`config.mk`:
```
export PLATFORM = sky130hd
export DESIGN_NAME = reciprocal_frequency_counter
export DESIGN_NICKNAME = d
export VERILOG_FILES = /design/src/rfc_pkg.sv /design/src/reciprocal_frequency_counter.sv /design/src/rfc_front.sv /design/src/rfc_queue.sv /design/src/rfc_back.sv
export SDC_FILE = /design/constraint.sdc
export NUM_CORES = 2
export LEC_CHECK = 0
export BUFFER_PORTS_ARGS = -buffer_cell sky130_fd_sc_hd__buf_2
export CAP_MARGIN = 10
export CORE_UTILIZATION = 56
export CTS_CLUSTER_DIAMETER = 60
export CTS_CLUSTER_SIZE = 20
export DETAILED_ROUTE_END_ITERATION = 10
export PLACE_DENSITY = 0.73
export SYNTH_ARGS = -nofsm -noshare
export SYNTH_HDL_FRONTEND = slang
export SYNTH_SLANG_ARGS = --single-unit
```
`constraint.sdc`:
```
create_clock -name clock -period 11.3 [get_ports clock]
set_clock_uncertainty 0.2 [all_clocks]
set_input_delay 0.565 -clock clock [delete_from_list [all_inputs] [get_ports clock]]
set_output_delay 0.565 -clock clock [all_outputs]
set_load 0.02 [all_outputs]
```
`src/rfc_pkg.sv`:
```
// Package for the reciprocal frequency counter: widths, reset values, phase and
// back-end state encodings, and the measurement record passed from front to back.
// No dependencies.
package rfc_pkg;

   localparam int REG_W        = 32;
   localparam int FREQ_W       = 42;
   localparam int SCALE_W      = 10;
   localparam int PROD_W       = 2 * REG_W;
   localparam int NUM_W        = PROD_W + SCALE_W;
   localparam int CSR_ADDR_W   = 3;
   localparam int QUEUE_DEPTH  = 2;
   localparam int COUNT_WIDTH_DEFAULT = 32;

   localparam logic [SCALE_W-1:0] MILLI_SCALE   = 10'd1000;
   localparam logic [REG_W-1:0]   GATE_RESET    = 32'd84000000;
   localparam logic [REG_W-1:0]   REF_HZ_RESET  = 32'd84001168;

   localparam logic [0:0] CSR_IDX_GATE = 1'd0;
   localparam logic [0:0] CSR_IDX_REF  = 1'd1;

   typedef enum logic [1:0] {
      PHASE_IDLE,
      PHASE_OPEN,
      PHASE_COUNT,
      PHASE_CLOSED
   } rfc_phase_type;

   typedef enum logic [2:0] {
      BE_IDLE,
      BE_MUL,
      BE_SCALE,
      BE_CHECK,
      BE_DIV,
      BE_OUT
   } rfc_back_state_type;

   typedef struct packed {
      logic [REG_W-1:0] period;
      logic [REG_W-1:0] elapsed;
      logic             ovf;
   } rfc_entry_type;

endpackage

```
`src/reciprocal_frequency_counter.sv`:
```
// Reciprocal (equal-precision) frequency counter. Each req transaction is one
// reference-clock tick with a flag for a measured-signal edge; the front end takes
// one tick every clock cycle unless req_stall is high. An edge opens a gate of
// gate_period_ticks ticks, the next edge starts timing, edges are counted while the
// gate is open, and the first edge after the gate closes ends the measurement. One
// rsp transaction then reports periods * ref_frequency_hz * 1000 / elapsed in
// millihertz, rounded down, with the period and tick counts; overflowed flags
// saturated or clamped counters and a clamped frequency. A finished measurement
// waits in a two-entry queue while the back end works it out: it takes the
// measurement, does the 32x32 multiply, scales by 1000, checks the range and runs a
// one-bit-per-cycle division (a zero count or a clamped frequency skips the
// division), then holds the result until taken. req_stall rises only when both
// queue entries are full. Registers: gate_period_ticks at byte 0, ref_frequency_hz
// at byte 4; write them only while no measurement is pending.
// Depends on rfc_pkg, rfc_front, rfc_queue and rfc_back.
module reciprocal_frequency_counter
   import rfc_pkg::*;
#(
   parameter int COUNT_WIDTH = COUNT_WIDTH_DEFAULT
) (
   input  logic                   clock,
   input  logic                   reset,
   // Tick channel
   input  logic                   req_valid,
   output logic                   req_stall,
   input  logic                   req_signal_edge,
   // Result channel
   output logic                   rsp_valid,
   input  logic                   rsp_stall,
   output logic [FREQ_W-1:0]      rsp_frequency_millihertz,
   output logic [REG_W-1:0]       rsp_period_count,
   output logic [REG_W-1:0]       rsp_elapsed_ticks,
   output logic                   rsp_overflowed,
   // Register port
   input  logic                   psel,
   input  logic                   penable,
   input  logic                   pwrite,
   input  logic [CSR_ADDR_W-1:0]  paddr,
   input  logic [REG_W-1:0]       pwdata,
   output logic [REG_W-1:0]       prdata,
   output logic                   pready
);

   logic [REG_W-1:0]  gate_ff, gate_in;
   logic [REG_W-1:0]  ref_hz_ff, ref_hz_in;
   logic              csr_write;
   logic              accept;
   logic              push;
   logic              pop;
   logic              q_full;
   logic              q_not_empty;
   rfc_entry_type     push_entry;
   rfc_entry_type     head_entry;

   // Register port: zero wait states, register picked by address bit 2.
   assign pready    = 1'b1;
   assign csr_write = psel && penable && pwrite;

   always_comb begin
      gate_in   = gate_ff;
      ref_hz_in = ref_hz_ff;
      if (csr_write) begin
         case (paddr[2])
            CSR_IDX_GATE: gate_in   = pwdata;
            CSR_IDX_REF:  ref_hz_in = pwdata;
            default: begin
               gate_in = gate_ff;
            end
         endcase
      end
   end

   always_comb begin
      case (paddr[2])
         CSR_IDX_GATE: prdata = gate_ff;
         CSR_IDX_REF:  prdata = ref_hz_ff;
         default:      prdata = '0;
      endcase
   end

   always_ff @(posedge clock) begin
      if (reset) begin
         gate_ff   <= GATE_RESET;
         ref_hz_ff <= REF_HZ_RESET;
      end else begin
         gate_ff   <= gate_in;
         ref_hz_ff <= ref_hz_in;
      end
   end

   // Hold off ticks only when no queue slot is left for an ending edge.
   assign req_stall = q_full;
   assign accept    = req_valid && !req_stall;

   rfc_front #(
      .COUNT_WIDTH (COUNT_WIDTH)
   ) u_front (
      .clock             (clock),
      .reset             (reset),
      .accept            (accept),
      .signal_edge       (req_signal_edge),
      .gate_period_ticks (gate_ff),
      .push              (push),
      .entry             (push_entry)
   );

   rfc_queue u_queue (
      .clock      (clock),
      .reset      (reset),
      .push       (push),
      .push_entry (push_entry),
      .pop        (pop),
      .full       (q_full),
      .not_empty  (q_not_empty),
      .head       (head_entry)
   );

   rfc_back u_back (
      .clock                    (clock),
      .reset                    (reset),
      .entry_valid              (q_not_empty),
      .entry                    (head_entry),
      .pop                      (pop),
      .ref_frequency_hz         (ref_hz_ff),
      .rsp_valid                (rsp_valid),
      .rsp_stall                (rsp_stall),
      .rsp_frequency_millihertz (rsp_frequency_millihertz),
      .rsp_period_count         (rsp_period_count),
      .rsp_elapsed_ticks        (rsp_elapsed_ticks),
      .rsp_overflowed           (rsp_overflowed)
   );

endmodule

```
`src/rfc_front.sv`:
```
// Front end of the reciprocal frequency counter: gate, edge and timing counters
// and the four-phase measurement sequencer. Depends on rfc_pkg.
module rfc_front
   import rfc_pkg::*;
#(
   parameter int COUNT_WIDTH = COUNT_WIDTH_DEFAULT
) (
   input  logic                clock,
   input  logic                reset,
   input  logic                accept,
   input  logic                signal_edge,
   input  logic [REG_W-1:0]    gate_period_ticks,
   output logic                push,
   output rfc_entry_type       entry
);

   localparam int WIDE_W = (COUNT_WIDTH > REG_W) ? COUNT_WIDTH : REG_W;
   localparam logic [WIDE_W-1:0] REG_MAX_WIDE = WIDE_W'({REG_W{1'b1}});

   rfc_phase_type           phase_ff, phase_in, phase_mid;
   logic [REG_W-1:0]        gate_ff, gate_in;
   logic [COUNT_WIDTH-1:0]  edges_ff, edges_in;
   logic [COUNT_WIDTH-1:0]  timing_ff, timing_in, timing_mid;
   logic                    sat_ff, sat_in, sat_mid;
   logic [REG_W:0]          p_clamp, e_clamp;

   // Clamp a count to the report width; top bit flags the clamp.
   function automatic logic [REG_W:0] clamp_count(input logic [COUNT_WIDTH-1:0] v);
      logic [WIDE_W-1:0] wide;
      logic [REG_W:0]    res;
      wide = WIDE_W'(v);
      if (wide > REG_MAX_WIDE) begin
         res = {1'b1, {REG_W{1'b1}}};
      end else begin
         res = {1'b0, wide[REG_W-1:0]};
      end
      return res;
   endfunction

   always_comb begin
      phase_in   = phase_ff;
      phase_mid  = phase_ff;
      gate_in    = gate_ff;
      edges_in   = edges_ff;
      timing_mid = timing_ff;
      sat_mid    = sat_ff;
      push       = 1'b0;

      if (accept) begin
         // Advance the gate first; it may close within this tick.
         if (phase_ff == PHASE_OPEN || phase_ff == PHASE_COUNT) begin
            if (gate_ff != {REG_W{1'b1}}) begin
               gate_in = gate_ff + 1'b1;
            end
            if (gate_in >= gate_period_ticks) begin
               phase_mid = PHASE_CLOSED;
            end
         end
         // Timing runs once the first counted edge is seen.
         if ((phase_mid == PHASE_COUNT || phase_mid == PHASE_CLOSED) && edges_ff != '0) begin
            if (timing_ff == {COUNT_WIDTH{1'b1}}) begin
               sat_mid = 1'b1;
            end else begin
               timing_mid = timing_ff + 1'b1;
            end
         end
         phase_in = phase_mid;
      end

      timing_in = timing_mid;
      sat_in    = sat_mid;

      if (accept && signal_edge) begin
         case (phase_mid)
            PHASE_IDLE: begin
               gate_in   = '0;
               edges_in  = '0;
               timing_in = '0;
               sat_in    = 1'b0;
               phase_in  = PHASE_OPEN;
            end
            PHASE_OPEN: begin
               edges_in  = COUNT_WIDTH'(1);
               timing_in = '0;
               phase_in  = PHASE_COUNT;
            end
            PHASE_COUNT: begin
               if (edges_ff == {COUNT_WIDTH{1'b1}}) begin
                  sat_in = 1'b1;
               end else begin
                  edges_in = edges_ff + 1'b1;
               end
            end
            PHASE_CLOSED: begin
               push      = 1'b1;
               gate_in   = '0;
               edges_in  = '0;
               timing_in = '0;
               sat_in    = 1'b0;
               phase_in  = PHASE_IDLE;
            end
            default: begin
               phase_in = PHASE_IDLE;
            end
         endcase
      end
   end

   // Measurement record for the ending edge.
   always_comb begin
      p_clamp = clamp_count(edges_ff);
      e_clamp = clamp_count(timing_mid);
      if (edges_ff != '0) begin
         entry.period  = p_clamp[REG_W-1:0];
         entry.elapsed = e_clamp[REG_W-1:0];
         entry.ovf     = sat_mid | p_clamp[REG_W] | e_clamp[REG_W];
      end else begin
         entry.period  = '0;
         entry.elapsed = '0;
         entry.ovf     = sat_mid;
      end
   end

   always_ff @(posedge clock) begin
      if (reset) begin
         phase_ff  <= PHASE_IDLE;
         gate_ff   <= '0;
         edges_ff  <= '0;
         timing_ff <= '0;
         sat_ff    <= 1'b0;
      end else begin
         phase_ff  <= phase_in;
         gate_ff   <= gate_in;
         edges_ff  <= edges_in;
         timing_ff <= timing_in;
         sat_ff    <= sat_in;
      end
   end

endmodule

```
`src/rfc_queue.sv`:
```
// Short queue of finished measurements between front and back end of the
// reciprocal frequency counter. Depends on rfc_pkg.
module rfc_queue
   import rfc_pkg::*;
(
   input  logic           clock,
   input  logic           reset,
   input  logic           push,
   input  rfc_entry_type  push_entry,
   input  logic           pop,
   output logic           full,
   output logic           not_empty,
   output rfc_entry_type  head
);

   localparam int PTR_W = (QUEUE_DEPTH > 1) ? $clog2(QUEUE_DEPTH) : 1;
   localparam int CNT_W = $clog2(QUEUE_DEPTH + 1);

   rfc_entry_type         slot_ff [QUEUE_DEPTH];
   logic [PTR_W-1:0]      wr_ptr_ff, wr_ptr_in;
   logic [PTR_W-1:0]      rd_ptr_ff, rd_ptr_in;
   logic [CNT_W-1:0]      count_ff, count_in;

   function automatic logic [PTR_W-1:0] next_ptr(input logic [PTR_W-1:0] p);
      logic [PTR_W-1:0] r;
      if (p == PTR_W'(QUEUE_DEPTH - 1)) begin
         r = '0;
      end else begin
         r = p + 1'b1;
      end
      return r;
   endfunction

   assign full      = (count_ff == CNT_W'(QUEUE_DEPTH));
   assign not_empty = (count_ff != '0);
   assign head      = slot_ff[rd_ptr_ff];

   always_comb begin
      wr_ptr_in = push ? next_ptr(wr_ptr_ff) : wr_ptr_ff;
      rd_ptr_in = pop ? next_ptr(rd_ptr_ff) : rd_ptr_ff;
      count_in  = count_ff;
      if (push && !pop) begin
         count_in = count_ff + 1'b1;
      end else if (pop && !push) begin
         count_in = count_ff - 1'b1;
      end
   end

   always_ff @(posedge clock) begin
      if (push) begin
         slot_ff[wr_ptr_ff] <= push_entry;
      end
   end

   always_ff @(posedge clock) begin
      if (reset) begin
         wr_ptr_ff <= '0;
         rd_ptr_ff <= '0;
         count_ff  <= '0;
      end else begin
         wr_ptr_ff <= wr_ptr_in;
         rd_ptr_ff <= rd_ptr_in;
         count_ff  <= count_in;
      end
   end

endmodule

```
`src/rfc_back.sv`:
```
// Back end of the reciprocal frequency counter: multiply, scale to millihertz,
// bit-serial divide and hold the result until taken. Depends on rfc_pkg.
module rfc_back
   import rfc_pkg::*;
(
   input  logic                clock,
   input  logic                reset,
   input  logic                entry_valid,
   input  rfc_entry_type       entry,
   output logic                pop,
   input  logic [REG_W-1:0]    ref_frequency_hz,
   output logic                rsp_valid,
   input  logic                rsp_stall,
   output logic [FREQ_W-1:0]   rsp_frequency_millihertz,
   output logic [REG_W-1:0]    rsp_period_count,
   output logic [REG_W-1:0]    rsp_elapsed_ticks,
   output logic                rsp_overflowed
);

   localparam int TOP_W = NUM_W - FREQ_W;
   localparam int DCNT_W = $clog2(FREQ_W);

   rfc_back_state_type   state_ff, state_in;
   logic [DCNT_W-1:0]    dcnt_ff, dcnt_in;
   logic [REG_W-1:0]     p_ff, p_in;
   logic [REG_W-1:0]     e_ff, e_in;
   logic                 ovf_ff, ovf_in;
   logic [PROD_W-1:0]    prod_ff, prod_in;
   logic [NUM_W-1:0]     num_ff, num_in;
   logic [TOP_W-1:0]     rem_ff, rem_in;
   logic [FREQ_W-1:0]    low_ff, low_in;
   logic [FREQ_W-1:0]    freq_ff, freq_in;
   logic [TOP_W:0]       trial;
   logic                 qbit;

   always_comb begin
      state_in = state_ff;
      dcnt_in  = dcnt_ff;
      p_in     = p_ff;
      e_in     = e_ff;
      ovf_in   = ovf_ff;
      prod_in  = prod_ff;
      num_in   = num_ff;
      rem_in   = rem_ff;
      low_in   = low_ff;
      freq_in  = freq_ff;
      pop      = 1'b0;
      trial    = {rem_ff, low_ff[FREQ_W-1]};
      qbit     = 1'b0;

      case (state_ff)
         BE_IDLE: begin
            if (entry_valid) begin
               pop      = 1'b1;
               p_in     = entry.period;
               e_in     = entry.elapsed;
               ovf_in   = entry.ovf;
               state_in = BE_MUL;
            end
         end
         BE_MUL: begin
            prod_in  = PROD_W'(p_ff) * PROD_W'(ref_frequency_hz);
            state_in = BE_SCALE;
         end
         BE_SCALE: begin
            num_in   = NUM_W'(prod_ff) * NUM_W'(MILLI_SCALE);
            state_in = BE_CHECK;
         end
         BE_CHECK: begin
            // Quotient fits the field only if the top slice is below the divisor.
            if (p_ff == '0 || e_ff == '0) begin
               freq_in  = '0;
               state_in = BE_OUT;
            end else if (num_ff[NUM_W-1:FREQ_W] >= e_ff) begin
               freq_in  = {FREQ_W{1'b1}};
               ovf_in   = 1'b1;
               state_in = BE_OUT;
            end else begin
               rem_in   = num_ff[NUM_W-1:FREQ_W];
               low_in   = num_ff[FREQ_W-1:0];
               dcnt_in  = DCNT_W'(FREQ_W - 1);
               state_in = BE_DIV;
            end
         end
         BE_DIV: begin
            if (trial >= {1'b0, e_ff}) begin
               rem_in = TOP_W'(trial - {1'b0, e_ff});
               qbit   = 1'b1;
            end else begin
               rem_in = TOP_W'(trial);
            end
            low_in = {low_ff[FREQ_W-2:0], qbit};
            if (dcnt_ff == '0) begin
               freq_in  = low_in;
               state_in = BE_OUT;
            end else begin
               dcnt_in = dcnt_ff - 1'b1;
            end
         end
         BE_OUT: begin
            if (!rsp_stall) begin
               state_in = BE_IDLE;
            end
         end
         default: begin
            state_in = BE_IDLE;
         end
      endcase
   end

   assign rsp_valid                = (state_ff == BE_OUT);
   assign rsp_frequency_millihertz = freq_ff;
   assign rsp_period_count         = p_ff;
   assign rsp_elapsed_ticks        = e_ff;
   assign rsp_overflowed           = ovf_ff;

   always_ff @(posedge clock) begin
      p_ff    <= p_in;
      e_ff    <= e_in;
      ovf_ff  <= ovf_in;
      prod_ff <= prod_in;
      num_ff  <= num_in;
      rem_ff  <= rem_in;
      low_ff  <= low_in;
      freq_ff <= freq_in;
   end

   always_ff @(posedge clock) begin
      if (reset) begin
         state_ff <= BE_IDLE;
         dcnt_ff  <= '0;
      end else begin
         state_ff <= state_in;
         dcnt_ff  <= dcnt_in;
      end
   end

endmodule
```
==> Flow_metrics.wiki <==
{| class="wikitable"
! Metric !! Value
|-
| Run status || completed
|-
| Setup Fix Bufs, Post-CTS || 0
|-
| Highest clock frequency the design can meet || 0.1105 GHz
|-
| RSZ-0062 raised after global routing || false
|-
| Growth of design area from synthesis to finish || 5.698%
|-
| Period Utilization, post-route || between 80% and 90%
|-
| Arrival @ worst endpoint || 9.23 ns
|-
| Number of buffers created by CTS || 45
|-
| Final GP Congestion || 0.9415
|-
| Antenna Cells || 0
|-
| Highest-count cells in the layout ignoring fill and taps || sky130_fd_sc_hd__inv_1 (1319), sky130_fd_sc_hd__fa_1 (1143), sky130_fd_sc_hd__nand2_1 (957)
|-
| Xor/xnor cell area share of the yosys netlist || about 2.8%
|-
| Fraction of final layout cells with drive strength greater than 1 || 6.445%
|-
| Kind of path behind the tightest hold check || in2reg
|-
| Clock transition at path regs || 0.08 ns
|-
| Sort of element at the end of the critical path || register
|-
| Global-route congestion overflow total || 0
|-
| Max Transition Viols Final || 0
|-
| Detailed Routing Iterations Pass 1 || 5
|-
| Global routing usage summed across all routing layers || 28.13%
|-
| Most common library cell in the layout ignoring fill and taps || sky130_fd_sc_hd__inv_1
|-
| Chip Height || around 360 um
|-
| DR top layer || met5
|-
| Final hold vios || 0
|-
| Worst-path fanout max || 22
|-
| Overall die area || about 130000 um^2
|-
| Area share of the largest cell type after synthesis || 31.72%
|-
| Register-to-register path setup slack || 2.25 ns
|-
| DRC marker count from the first detailed-route iteration || between 3k and 4k
|-
| Worst Setup Slack post-DPL || 2.371 ns
|-
| H-Tree Level Count || 2
|-
| Launch point of the worst path || u_back.rsp_period_count[23]
|-
| Antenna-violating nets left || 0
|-
| Count of final setup violators || 0
|-
| Std-Cell Core Area || 127700 um^2
|-
| Number of warnings printed during yosys synthesis || 0
|-
| Critical path type || reg2reg
|-
| Synth async-reset ratio || 0%
|-
| Total length of routed wires || 180.9 mm
|-
| Number of antenna violations at the first check in global routing || 1
|-
| WL met1 || 75.40 mm
|-
| Length in cells of the worst reg-to-reg path || 27
|-
| Number of unique standard cell types used by synthesis || 96
|-
| Max Buffers Root-to-Sink || 3
|-
| Cell area after synthesis || slightly above 70000 um^2
|-
| Number of register bits inferred by synthesis || 623
|-
| Root Driver || sky130_fd_sc_hd__clkbuf_16
|-
| Half-perimeter wire length after placement || 141.1 mm
|-
| Effective utilization at floorplan || 56.49%
|-
| Resized Gates After CTS || 0
|-
| Sequential fraction of the synthesis area || 23.48%
|-
| Drt via density || ~5.7
|-
| Top Ports || roughly 190
|-
| Pin count of the biggest net entering global routing || between 100 and 150
|-
| Per-instance average area after synthesis || 9.770 um^2
|-
| Nets || 9059
|-
| Simple-gate share of the synthesized area || 15.25%
|-
| Number of global-route vias before repair || 53.23k
|-
| Fin Setup TNS || 0 ns
|-
| Synth area leader || sky130_fd_sc_hd__fa_1
|-
| Routed length on met3 || approximately 13 mm
|-
| Slew margin rel. || 12.50%
|-
| Crit Reg-Reg Endpoint || u_back.prod_ff[59]
|-
| Arithmetic-cell share of the synthesized area counting full adders, half adders and majority gates || 40.73%
|-
| Destination of the critical timing path || u_back.prod_ff[59]
|-
| Mux contribution to synthesized area || 1.452%
|-
| Global-route wire length before repair || 289.2 mm
|-
| Insertion delay to the later sink of the worst-skew pair || 0.66 ns
|-
| Dominant combinational cell family by area after synthesis || adder cells
|-
| DRC violation count after routing || 0
|-
| Clock sink count || slightly above 600
|-
| Net count after synthesis || 9088
|-
| Mean routed wirelength per cell || 20.00 um
|-
| TritonCTS clock tree || done
|-
| Row count || 131
|-
| Slew at the pin closest to its max-slew limit || 1.311 ns
|-
| Launch instance of the worst register-to-register path || u_back.rsp_period_count[23]
|-
| Met2 WL post-DR || 85.25 mm
|-
| Vias after detailed routing || 51.23k
|-
| Post-synthesis compound-gate area fraction || 7.440%
|-
| Max-capacitance violation count || 0
|-
| Worst-case setup margin in the final layout || ~2.3 ns
|-
| Buffers on Ports || ~180
|-
| Kind of launch point of the worst setup path || register
|-
| Most area-consuming cells after synthesis || sky130_fd_sc_hd__fa_1 (32%), sky130_fd_sc_hd__edfxtp_1 (19%), sky130_fd_sc_hd__ha_1 (9.0%)
|-
| Worst Path Required || 11.48 ns
|-
| Min cycle time layout || 9.046 ns
|-
| Top FF cell, synth || sky130_fd_sc_hd__edfxtp_1
|-
| Chip Width || 360.9 um
|-
| EDFF count, synth || 446
|-
| Number of instances in the synthesized netlist || 7383
|}
## cells in the mapped netlist, drive strengths merged, types with 7 or more instances
library cell     n
inv           1319
fa            1143
nand2          960
and2           596
ha             519
edfxtp         446
clkbuf         350
a21oi          292
nor2           222
o21ai          198
dfxtp          177
a21o           144
xnor2          131
xor2            96
nand3           91
nand4           79
mux2            69
or3             42
and3            41
nor4            41
nor3            39
o21bai          34
nor2b           33
nand2b          31
buf             28
mux2i           27
a31oi           26
o21a            25
or4             19
a211oi          17
a211o           15
o31ai           14
o211ai          13
or2             11
nand3b          10
a21boi           8
and4             8
a221oi           7
## critical path, stage by stage, from the launching register on
cell	delay [ns]
sky130_fd_sc_hd__edfxtp_1	1.04
sky130_fd_sc_hd__buf_4	0.44
sky130_fd_sc_hd__nand2_1	0.12
sky130_fd_sc_hd__fa_1	0.57
sky130_fd_sc_hd__inv_1	0.05
sky130_fd_sc_hd__fa_1	0.48
sky130_fd_sc_hd__inv_1	0.06
sky130_fd_sc_hd__fa_1	0.47
sky130_fd_sc_hd__fa_1	0.55
sky130_fd_sc_hd__inv_1	0.05
sky130_fd_sc_hd__fa_1	0.57
sky130_fd_sc_hd__fa_1	0.45
sky130_fd_sc_hd__fa_1	0.50
sky130_fd_sc_hd__inv_1	0.05
sky130_fd_sc_hd__fa_1	0.55
sky130_fd_sc_hd__inv_1	0.06
sky130_fd_sc_hd__ha_1	0.38
sky130_fd_sc_hd__a21o_1	0.22
sky130_fd_sc_hd__a21oi_1	0.14
sky130_fd_sc_hd__o21bai_1	0.11
sky130_fd_sc_hd__a21o_1	0.19
sky130_fd_sc_hd__a21o_1	0.19
sky130_fd_sc_hd__a21o_1	0.18
sky130_fd_sc_hd__a21oi_1	0.28
sky130_fd_sc_hd__o221ai_1	0.32
sky130_fd_sc_hd__a21oi_1	0.30
sky130_fd_sc_hd__o21ai_1	0.11
sky130_fd_sc_hd__xor2_1	0.15
## per-layer routing
layer	vias up	track usage, %
met5	-	0
met4	2	9.245
met3	333	4.377
met2	1891	46.32
met1	25800	38.15
li1	23200	-
## cells by family after synthesis
group	after synthesis
and+or+nand+nor	2231
muxes	96
xor gates and xnor gates	227
DFF	623
AOI/OAI and AO/OA	845
other	1
adders and majority gates	1662
buffers and inverters	1698
## flip-flops by register name (all words and copies together), names as in the netlist, 32 cells and up, named ones only
name	cells
u_back.prod_ff	64
u_front.edges_ff	32
u_back.rsp_frequency_millihertz	42
gate_ff	32
u_queue.slot_ff	130
u_back.rem_ff	32
u_front.gate_ff	32
u_back.num_ff	71
u_back.rsp_period_count	32
u_back.low_ff	42
ref_hz_ff	32
u_front.timing_ff	32
u_back.rsp_elapsed_ticks	32
## per-stage QoR
step	hold WS (ns)	cells	util, %	instance area (um^2)
finish	0.02427	9047	59.71	76240
floorplan	0.2363	7383	-	72130
CTS	0.003810	9047	59.71	76240
global placement	0.2421	8939	58.31	74450
detailed placement	0.2467	8939	58.31	74450
global route	0.01976	9047	59.71	76240
## layout make-up
cell class | count | area, um^2
Sequential cell | 623 | 16940
Inverter | 1320 | 4955
Timing Repair Buffer | 302 | 1917
Multi-Input combinational cell | 5062 | 48860
Fill cell | 10540 | 51440
Tap cell | 1662 | 2079
Clock inverter | 24 | 312.8
Clock buffer | 54 | 1180
## timing repair
item | 4_1_cts | 5_1_grt
hold buffers | 30 | 0
endpoints found under the hold margin | 54 | 0
setup endpoints to repair | 0 | 0
## worst min path at each step
| stage | startpoint | to | slack [ns] | cells past startpoint |
|---|---|---|---|---|
| 6_report | pwdata[29] | gate_ff[29] | 0.02 | 3 |
| 2_1_floorplan | gate_ff[14] | gate_ff[14] | 0.24 | 2 |
| 4_1_cts | pwdata[29] | gate_ff[29] | 0.004 | 3 |
| 3_5_place_dp | gate_ff[6] | gate_ff[6] | 0.25 | 2 |
| 5_1_grt | pwdata[27] | gate_ff[27] | 0.02 | 3 |
| 3_3_place_gp | gate_ff[18] | gate_ff[18] | 0.24 | 2 |
Power is not shown: default switching activity piles up to over one toggle a cycle in this logic, so the estimate is an artifact.
